**src/design/hcrg_pkg.sv**
```systemverilog
// Shared types and constants of the HSV colour ramp generator.
package hcrg_pkg;

	localparam int HUE_W  = 16;
	localparam int SV_W   = 17;
	localparam int IDX_W  = 8;
	localparam int CFG_IDX_W  = 3;
	localparam int CFG_DATA_W = 17;

	// Shared multiplier operand width and the reciprocal of 255 for 26-bit dividends.
	localparam int                MUL_W      = 27;
	localparam logic [MUL_W-1:0]  RECIP_255  = 27'd67372037;
	localparam int                RCP_SHIFT  = 34;
	localparam logic [7:0]        FLOOR_BIAS = 8'd254;

	typedef enum logic [CFG_IDX_W-1:0] {
		REG_HUE_START    = 3'd0,
		REG_SAT_START    = 3'd1,
		REG_BRIGHT_START = 3'd2,
		REG_HUE_END      = 3'd3,
		REG_SAT_END      = 3'd4,
		REG_BRIGHT_END   = 3'd5,
		REG_LAST_ENTRY   = 3'd6
	} reg_idx_t;

	typedef struct packed {
		logic [HUE_W-1:0] hue_start;
		logic [SV_W-1:0]  sat_start;
		logic [SV_W-1:0]  bright_start;
		logic [HUE_W-1:0] hue_end;
		logic [SV_W-1:0]  sat_end;
		logic [SV_W-1:0]  bright_end;
		logic [IDX_W-1:0] last_entry;
	} cfg_t;

	// Datapath micro-operations, one per cycle of an entry; FIN holds while a full output register stalls.
	typedef enum logic [3:0] {
		UOP_NONE,
		UOP_KD_HUE,
		UOP_RCP_HUE,
		UOP_KD_SAT,
		UOP_RCP_SAT,
		UOP_KD_BRT,
		UOP_RCP_BRT,
		UOP_SF,
		UOP_SG,
		UOP_P,
		UOP_Q,
		UOP_T,
		UOP_FIN
	} uop_t;

	typedef struct packed {
		logic start;
		uop_t uop;
		logic load_out;
	} cmd_t;

	typedef enum logic {
		ST_IDLE,
		ST_RUN
	} ctrl_state_t;

	function automatic uop_t next_uop(input uop_t u);
		uop_t n;
		unique case (u)
			UOP_KD_HUE:  n = UOP_RCP_HUE;
			UOP_RCP_HUE: n = UOP_KD_SAT;
			UOP_KD_SAT:  n = UOP_RCP_SAT;
			UOP_RCP_SAT: n = UOP_KD_BRT;
			UOP_KD_BRT:  n = UOP_RCP_BRT;
			UOP_RCP_BRT: n = UOP_SF;
			UOP_SF:      n = UOP_SG;
			UOP_SG:      n = UOP_P;
			UOP_P:       n = UOP_Q;
			UOP_Q:       n = UOP_T;
			default:     n = UOP_FIN;
		endcase
		return n;
	endfunction

endpackage

```
**src/design/hcrg_ctrl.sv**
```systemverilog
// Controller: sequences the micro-operations of one entry and owns the handshakes.
module hcrg_ctrl import hcrg_pkg::*; (
	input  logic clk,
	input  logic arst_n,
	input  logic s_tvalid,
	output logic s_tready,
	output logic m_tvalid,
	input  logic m_tready,
	output cmd_t cmd
);

	ctrl_state_t state_q, state_d;
	uop_t        uop_q, uop_d;
	logic        m_valid_q, m_valid_d;

	always_ff @(posedge clk or negedge arst_n) begin
		if (!arst_n) begin
			state_q   <= ST_IDLE;
			uop_q     <= UOP_NONE;
			m_valid_q <= 1'b0;
		end else begin
			state_q   <= state_d;
			uop_q     <= uop_d;
			m_valid_q <= m_valid_d;
		end
	end

	always_comb begin
		state_d      = state_q;
		uop_d        = uop_q;
		s_tready     = 1'b0;
		cmd.start    = 1'b0;
		cmd.uop      = UOP_NONE;
		cmd.load_out = 1'b0;
		unique case (state_q)
			ST_IDLE: begin
				s_tready = 1'b1;
				if (s_tvalid) begin
					cmd.start = 1'b1;
					state_d   = ST_RUN;
					uop_d     = UOP_KD_HUE;
				end
			end
			ST_RUN: begin
				cmd.uop = uop_q;
				if (uop_q == UOP_FIN) begin
					// hold the finished entry until the output register frees up
					if (!m_valid_q || m_tready) begin
						cmd.load_out = 1'b1;
						state_d      = ST_IDLE;
						uop_d        = UOP_NONE;
					end
				end else begin
					uop_d = next_uop(uop_q);
				end
			end
			default: begin
				state_d = ST_IDLE;
				uop_d   = UOP_NONE;
			end
		endcase
		m_valid_d = cmd.load_out | (m_valid_q & ~m_tready);
	end

	assign m_tvalid = m_valid_q;

endmodule

```
**src/design/hcrg_dpath.sv**
```systemverilog
// Datapath: interpolation, HSV to RGB conversion on one shared multiplier, output register.
module hcrg_dpath import hcrg_pkg::*; #(
	parameter int FRAC_BITS = 16
) (
	input  logic             clk,
	input  logic             arst_n,
	input  cmd_t             cmd,
	input  cfg_t             cfg,
	input  logic             restart,
	output logic [IDX_W-1:0] entry_index,
	output logic [7:0]       red,
	output logic [7:0]       green,
	output logic [7:0]       blue,
	output logic             is_last
);

	localparam int MW     = FRAC_BITS + 1;
	localparam int CW     = (MW > SV_W) ? MW : SV_W;
	localparam int PW     = SV_W + MW;
	localparam int PROD_W = 2 * MUL_W;
	localparam logic [CW-1:0]   ONE   = {{(CW-1){1'b0}}, 1'b1} << FRAC_BITS;
	localparam logic [PW+7:0]   SAT_L = (PW+8)'(255);
	localparam logic [SV_W+7:0] V_LIM = (SV_W+8)'(255);

	typedef enum logic [2:0] {
		SEC_R_Y = 3'd0,
		SEC_Y_G = 3'd1,
		SEC_G_C = 3'd2,
		SEC_C_B = 3'd3,
		SEC_B_M = 3'd4,
		SEC_M_R = 3'd5
	} sector_t;

	logic [IDX_W-1:0]  step_q, k_q, k_sel;
	logic              last_q;
	logic [PROD_W-1:0] prod_q, mul_p;
	logic [HUE_W-1:0]  hue_q;
	logic [SV_W-1:0]   sat_q, brt_q, sf_q, sg_q;
	logic [7:0]        p_q, q_q;

	logic [MUL_W-1:0]  mul_a, mul_b;
	logic              mul_en;
	logic              neg_h, neg_s, neg_b;
	logic [SV_W-1:0]   mag_h, mag_s, mag_b;
	logic [SV_W-1:0]   hue_ip;
	logic [17:0]       quot;
	logic [18:0]       h6;
	logic [HUE_W-1:0]  frac;
	logic [7:0]        v8, t8;
	logic [SV_W+7:0]   v_wide, v_sh;

	function automatic logic [SV_W-1:0] mag(input logic [SV_W-1:0] a, input logic [SV_W-1:0] b);
		return (b >= a) ? (b - a) : (a - b);
	endfunction

	// start plus or minus the quotient, which is rounded so that the result is floored
	function automatic logic [SV_W-1:0] interp(input logic [SV_W-1:0] start, input logic neg,
		input logic [17:0] q);
		logic [17:0] sum;
		sum = neg ? ({1'b0, start} - q) : ({1'b0, start} + q);
		return sum[SV_W-1:0];
	endfunction

	// one minus x, clamped at zero
	function automatic logic [MW-1:0] one_minus(input logic [SV_W-1:0] x);
		logic [CW-1:0] xe;
		xe = CW'(x);
		return (xe >= ONE) ? '0 : MW'(ONE - xe);
	endfunction

	// 255 * product / one^2, saturated to 8 bits
	function automatic logic [7:0] scale(input logic [PW-1:0] x);
		logic [PW+7:0] w;
		logic [PW+7:0] sh;
		w  = {x, 8'b0} - {8'b0, x};
		sh = w >> (2 * FRAC_BITS);
		return (sh > SAT_L) ? 8'hFF : sh[7:0];
	endfunction

	assign neg_h = cfg.hue_end < cfg.hue_start;
	assign neg_s = cfg.sat_end < cfg.sat_start;
	assign neg_b = cfg.bright_end < cfg.bright_start;
	assign mag_h = mag({1'b0, cfg.hue_start}, {1'b0, cfg.hue_end});
	assign mag_s = mag(cfg.sat_start, cfg.sat_end);
	assign mag_b = mag(cfg.bright_start, cfg.bright_end);
	assign quot  = prod_q[RCP_SHIFT +: 18];

	assign hue_ip = interp({1'b0, cfg.hue_start}, neg_h, quot);

	assign h6   = {1'b0, hue_q, 2'b0} + {2'b0, hue_q, 1'b0};
	assign frac = h6[HUE_W-1:0];

	assign k_sel = restart ? '0 : step_q;

	always_comb begin
		mul_a  = '0;
		mul_b  = '0;
		mul_en = !(cmd.uop inside {UOP_NONE, UOP_FIN});
		case (cmd.uop)
			UOP_KD_HUE: begin
				mul_a = MUL_W'(k_q);
				mul_b = MUL_W'(mag_h);
			end
			UOP_KD_SAT: begin
				mul_a = MUL_W'(k_q);
				mul_b = MUL_W'(mag_s);
			end
			UOP_KD_BRT: begin
				mul_a = MUL_W'(k_q);
				mul_b = MUL_W'(mag_b);
			end
			UOP_RCP_HUE: begin
				mul_a = MUL_W'(prod_q[25:0] + (neg_h ? 26'(FLOOR_BIAS) : 26'd0));
				mul_b = RECIP_255;
			end
			UOP_RCP_SAT: begin
				mul_a = MUL_W'(prod_q[25:0] + (neg_s ? 26'(FLOOR_BIAS) : 26'd0));
				mul_b = RECIP_255;
			end
			UOP_RCP_BRT: begin
				mul_a = MUL_W'(prod_q[25:0] + (neg_b ? 26'(FLOOR_BIAS) : 26'd0));
				mul_b = RECIP_255;
			end
			UOP_SF: begin
				mul_a = MUL_W'(sat_q);
				mul_b = MUL_W'(frac);
			end
			UOP_SG: begin
				mul_a = MUL_W'(sat_q);
				mul_b = MUL_W'(17'h10000 - {1'b0, frac});
			end
			UOP_P: begin
				mul_a = MUL_W'(brt_q);
				mul_b = MUL_W'(one_minus(sat_q));
			end
			UOP_Q: begin
				mul_a = MUL_W'(brt_q);
				mul_b = MUL_W'(one_minus(sf_q));
			end
			UOP_T: begin
				mul_a = MUL_W'(brt_q);
				mul_b = MUL_W'(one_minus(sg_q));
			end
			default: ;
		endcase
	end

	assign mul_p = {{MUL_W{1'b0}}, mul_a} * {{MUL_W{1'b0}}, mul_b};

	always_ff @(posedge clk or negedge arst_n) begin
		if (!arst_n) begin
			step_q <= '0;
		end else if (cmd.start) begin
			step_q <= (k_sel == cfg.last_entry) ? '0 : k_sel + IDX_W'(1);
		end
	end

	always_ff @(posedge clk) begin
		if (cmd.start) begin
			k_q    <= k_sel;
			last_q <= (k_sel == cfg.last_entry);
		end
		if (mul_en) begin
			prod_q <= mul_p;
		end
		// capture the product of the previous micro-operation
		case (cmd.uop)
			UOP_KD_SAT: hue_q <= hue_ip[HUE_W-1:0];
			UOP_KD_BRT: sat_q <= interp(cfg.sat_start, neg_s, quot);
			UOP_SF:     brt_q <= interp(cfg.bright_start, neg_b, quot);
			UOP_SG:     sf_q  <= prod_q[32:16];
			UOP_P:      sg_q  <= prod_q[32:16];
			UOP_Q:      p_q   <= scale(prod_q[PW-1:0]);
			UOP_T:      q_q   <= scale(prod_q[PW-1:0]);
			default: ;
		endcase
	end

	assign t8     = scale(prod_q[PW-1:0]);
	assign v_wide = {brt_q, 8'b0} - {8'b0, brt_q};
	assign v_sh   = v_wide >> FRAC_BITS;
	assign v8     = (v_sh > V_LIM) ? 8'hFF : v_sh[7:0];

	always_ff @(posedge clk) begin
		if (cmd.load_out) begin
			entry_index <= k_q;
			is_last     <= last_q;
			case (sector_t'(h6[18:16]))
				SEC_R_Y: begin red <= v8;  green <= t8;  blue <= p_q; end
				SEC_Y_G: begin red <= q_q; green <= v8;  blue <= p_q; end
				SEC_G_C: begin red <= p_q; green <= v8;  blue <= t8;  end
				SEC_C_B: begin red <= p_q; green <= q_q; blue <= v8;  end
				SEC_B_M: begin red <= t8;  green <= p_q; blue <= v8;  end
				default: begin red <= v8;  green <= p_q; blue <= q_q; end
			endcase
		end
	end

endmodule

```
**src/design/hsv_colour_ramp_generator.sv**
```systemverilog
// Top level of the HSV colour ramp generator: configuration registers and stream ports.
// An accepted item steps through the micro-operations KD_HUE to T, then FIN, and is
// loaded into the output register once it is free; s_tready comes back high in the same
// cycle as m_tvalid. No new item is taken until then, since the single shared 27x27
// multiplier forms eleven products per entry in sequence.
// Reset (arst_n, asynchronous, active low): configuration to its reset values, entry
// counter to zero, controller idle, output register empty.
module hsv_colour_ramp_generator import hcrg_pkg::*; #(
	parameter int FRAC_BITS = 16
) (
	input  logic                  clk,
	input  logic                  arst_n,
	// configuration write channel
	input  logic                  cfg_valid,
	output logic                  cfg_ready,
	input  logic [CFG_IDX_W-1:0]  cfg_index,
	input  logic [CFG_DATA_W-1:0] cfg_data,
	// step requests
	input  logic                  s_tvalid,
	output logic                  s_tready,
	input  logic [7:0]            s_tdata,   // [0] restart, [7:1] zero
	// palette entries
	output logic                  m_tvalid,
	input  logic                  m_tready,
	output logic [31:0]           m_tdata,   // [7:0] entry_index, [15:8] red,
	                                         // [23:16] green, [31:24] blue
	output logic                  m_tlast    // is_last
);

	cfg_t             cfg_q;
	cmd_t             cmd;
	logic [IDX_W-1:0] entry_index;
	logic [7:0]       red, green, blue;

	// Writes always land; the datapath reads the registers all through an item, so
	// write them only while no item is in flight.
	assign cfg_ready = 1'b1;

	always_ff @(posedge clk or negedge arst_n) begin
		if (!arst_n) begin
			cfg_q.hue_start    <= '0;
			cfg_q.sat_start    <= 17'h10000;
			cfg_q.bright_start <= 17'h10000;
			cfg_q.hue_end      <= '0;
			cfg_q.sat_end      <= 17'h10000;
			cfg_q.bright_end   <= 17'h10000;
			cfg_q.last_entry   <= 8'hFF;
		end else if (cfg_valid) begin
			// drop writes to indexes past the register list
			unique case (reg_idx_t'(cfg_index))
				REG_HUE_START:    cfg_q.hue_start    <= cfg_data[HUE_W-1:0];
				REG_SAT_START:    cfg_q.sat_start    <= cfg_data[SV_W-1:0];
				REG_BRIGHT_START: cfg_q.bright_start <= cfg_data[SV_W-1:0];
				REG_HUE_END:      cfg_q.hue_end      <= cfg_data[HUE_W-1:0];
				REG_SAT_END:      cfg_q.sat_end      <= cfg_data[SV_W-1:0];
				REG_BRIGHT_END:   cfg_q.bright_end   <= cfg_data[SV_W-1:0];
				REG_LAST_ENTRY:   cfg_q.last_entry   <= cfg_data[IDX_W-1:0];
				default: ;
			endcase
		end
	end

	hcrg_ctrl u_ctrl (
		.clk      (clk),
		.arst_n   (arst_n),
		.s_tvalid (s_tvalid),
		.s_tready (s_tready),
		.m_tvalid (m_tvalid),
		.m_tready (m_tready),
		.cmd      (cmd)
	);

	hcrg_dpath #(
		.FRAC_BITS (FRAC_BITS)
	) u_dpath (
		.clk         (clk),
		.arst_n      (arst_n),
		.cmd         (cmd),
		.cfg         (cfg_q),
		.restart     (s_tdata[0]),
		.entry_index (entry_index),
		.red         (red),
		.green       (green),
		.blue        (blue),
		.is_last     (m_tlast)
	);

	assign m_tdata = {blue, green, red, entry_index};

endmodule

```
**config.mk**
```make
export PLATFORM = sky130hd
export DESIGN_NAME = hsv_colour_ramp_generator
export DESIGN_NICKNAME = d
export VERILOG_FILES = /design/src/design/hcrg_pkg.sv /design/src/design/hcrg_ctrl.sv /design/src/design/hcrg_dpath.sv /design/src/design/hsv_colour_ramp_generator.sv
export SDC_FILE = /design/constraint.sdc
export NUM_CORES = 2
export LEC_CHECK = 0
export ABC_CLOCK_PERIOD_IN_PS = 13600
export BUFFER_PORTS_ARGS = -buffer_cell sky130_fd_sc_hd__buf_2
export CAP_MARGIN = 20
export CORE_ASPECT_RATIO = 1.25
export CORE_MARGIN = 3
export CORE_UTILIZATION = 55
export DETAILED_ROUTE_END_ITERATION = 12
export PLACE_DENSITY_LB_ADDON = 0.12
export SLEW_MARGIN = 20
export SYNTH_ARGS = -nofsm -noshare
export SYNTH_HDL_FRONTEND = slang
export SYNTH_HIERARCHICAL = 1
export SYNTH_SLANG_ARGS = --single-unit
export TNS_END_PERCENT = 30
```
**constraint.sdc**
```tcl
create_clock -name clk -period 13.6 [get_ports clk]
set_input_delay 2.72 -clock clk [delete_from_list [all_inputs] [get_ports clk]]
set_output_delay 2.72 -clock clk [all_outputs]
set_load 0.005 [all_outputs]
```
==> impl_metrics.tcl <==
set metrics [dict create \
    status "complete, no violations" \
    grt-busiest-layer "met2" \
    post_cts_buffers 0 \
    cp_common_cell "fa_1" \
    required_ns 13.92 \
    ys_ff_latch 315 \
    layout.nets 5609 \
    area_growth_pct 8.220 \
    setup_tns_ns 0 \
    fmax_ghz 0.07816 \
    synthArstFlopShare_pct 38.73 \
    synth-edff-count 193 \
    cts_tree "yes" \
    synth_cell_types 108 \
    routed_via_density 5.868 \
    rows 112 \
    syn_area_per_cell_um2 9.236 \
    first_global_vias 33110 \
    vias 33470 \
    synth_area_um2 41780 \
    start_util_pct 55.73 \
    grt_antenna_before_repair 0 \
    clkTransAtPathRegs_ns 0.06 \
    synthTopCellsByCount "824 x inv_1, 441 x ha_1, 427 x fa_1" \
    worst_path_max_delay_cell "a221o_1" \
    grt.total_usage_pct 32.49 \
    synthFlopType "edfxtp_1" \
    post-dp-hpwl_mm 104.7 \
    critPathLaunchType "flop" \
    use_met3_pct 4.718 \
    wl_per_cell_um 22.43 \
    gr-total-overflow 0 \
    worstMarginPinSlew_ns 1.093 \
    synth_top_area_share_pct 20.46 \
    max_cap_viol_count 0 \
    drive_above_1_share_pct 8.955 \
    setup_viol 0 \
    drt-total-wl_mm 128.0 \
    dieArea_um2 79330 \
    synth.area.top_cells "fa_1 20%, edfxtp_1 14%, ha_1 13%" \
    numCtsBuffers 37 \
    antenna-diode-count 0 \
    netlist_instances 4524 \
    min-delay-path-class "reg2reg" \
    die_w_um 252.5 \
    min_period_over_period_pct 94.07 \
    end_kind "flop" \
    finalCriticalPeriod_ns 12.79 \
    drt-initial-drc-count 2546 \
    ys_warn_count 6 \
    remaining_drc_errors 0 \
    root_buffer "clkbuf_16" \
    die_h_um 314.2 \
    skew_ns 0.03679 \
    setup.worst_path.class "reg2reg" \
    io_pins 69 \
    grt_first_pass_wirelength_mm 194.5 \
    grt_setup_unrepaired "false" \
    synth_most_common_cell "inv_1" \
    maxSlewViolCount 0 \
    drtAntennaViolNets 0 \
    grt_max_degree 70 \
    clock_latency_ns 0.59 \
    grtUsageMet2_pct 52.95 \
    path_buf_inv 7 \
    relSlewSlack_pct 27.13 \
    yosys.area.top_type "fa_1" \
    path_max_fanout 10 \
    ys_seq_area_share_pct 21.21 \
    finalHoldViolCount 0 \
    io_buffer_count 60 \
    met1_usage_pct 40.93 \
    core_um2 74970 \
    clockBufferDepth 3 \
    htreeDepth 2 \
    place.gp.congestion 0.9795 \
    crit_arrival_ns 13.11 \
    cts_resized 0 \
    dr.pass1.iters 8 \
    numClockSinks 315 \
    max_stage_delay_ns 0.59 \
    hold_buffers 0 \
    critical-path-top-delay-family "compound AO/OA/AOI/OAI gates" \
]
## metal layers
metal / wire [um] / vias to the layer above / share of wire, %
met5: 0 / - / 0
met4: 9622 / 0 / 7.5
met3: 8737 / 339 / 6.8
met2: 59240 / 1297 / 46
met1: 50370 / 16400 / 39
li1: - / 15430 / -
## flip-flops by register name, summed over array words and instances, names as in the netlist, 16 cells and up
signal / count
u_dpath/sat_q: 17
u_dpath/sf_q: 17
u_dpath/hue_q: 16
u_dpath/brt_q: 17
u_dpath/prod_q: 51
u_dpath/sg_q: 17
cfg_q: 108
## cell families after synthesis
group / Yosys count / share of synthesized area [%]
compound gates: 865 / 13.70
xor+xnor: 257 / 5.387
fa+ha+maj: 868 / 33.66
buf+inv: 979 / 9.127
simple gates: 1084 / 12.78
other cells: 3 / 0.02695
flops: 315 / 21.21
mux: 153 / 4.100
## final timing paths
path	end	cells after the start	slack (ns)	start
max	u_dpath/prod_q[47]$_DFFE_PN_	45	0.81	cfg_q[80]$_DFFE_PN0P_
min	u_dpath/is_last$_DFFE_PP_	0	0.43	u_dpath/last_q$_DFFE_PP_
max reg2reg	u_dpath/prod_q[47]$_DFFE_PN_	45	0.81	cfg_q[80]$_DFFE_PN0P_
min reg2reg	u_dpath/is_last$_DFFE_PP_	0	0.43	u_dpath/last_q$_DFFE_PP_
max in group asynchronous	cfg_q[52]$_DFFE_PN0P_	2	10.00	arst_n
min in group asynchronous	cfg_q[18]$_DFFE_PN0P_	1	2.19	arst_n
## cell usage in the layout, fill, tap and decap left out, types with 41 or more instances in the layout
cell | synthesis | final
xnor2_1 | 168 | 167
and2_1 | 41 | 41
dfrtp_1 | 110 | 110
nand3_1 | 63 | 62
nand2_1 | 339 | 339
buf_2 | 36 | 61
conb_1 | 3 | 141
a21o_1 | 118 | 118
nor3_1 | 75 | 74
inv_1 | 824 | 824
xor2_1 | 89 | 89
nand4_1 | 41 | 41
edfxtp_1 | 193 | 193
o21ai_0 | 184 | 184
fa_1 | 427 | 427
nor2_1 | 260 | 260
a21oi_1 | 241 | 240
buf_4 | 6 | 96
mux2_2 | 103 | 103
ha_1 | 441 | 441
## area by class of cell
cell class | instances | area, um^2
multi-input combinational | 3368 | 29730
fill | 6682 | 29750
sequential | 315 | 8864
clock inverter | 15 | 192.7
clock buffer | 51 | 1070
tap | 969 | 1212
inverter | 827 | 3104
timing repair buffer | 159 | 1045
## through the flow
stage / cells / hold WS, ns / util (%) / setup slack [ns] / cell area (um^2)
finish: 5704 / 0.4296 / 60.31 / 0.8062 / 45220
floorplan: 4662 / 0.4003 / - / 1.635 / 42300
global route: 5704 / 0.4458 / 60.31 / 0.05273 / 45220
CTS: 5702 / 0.4318 / 60.29 / 0.9945 / 45200
global placement: 5634 / 0.4339 / 58.59 / 1.122 / 43930
detailed placement: 5636 / 0.4161 / 58.60 / 1.031 / 43940
Power is not shown: default switching activity piles up to over one toggle a cycle in this logic, so the estimate is an artifact.
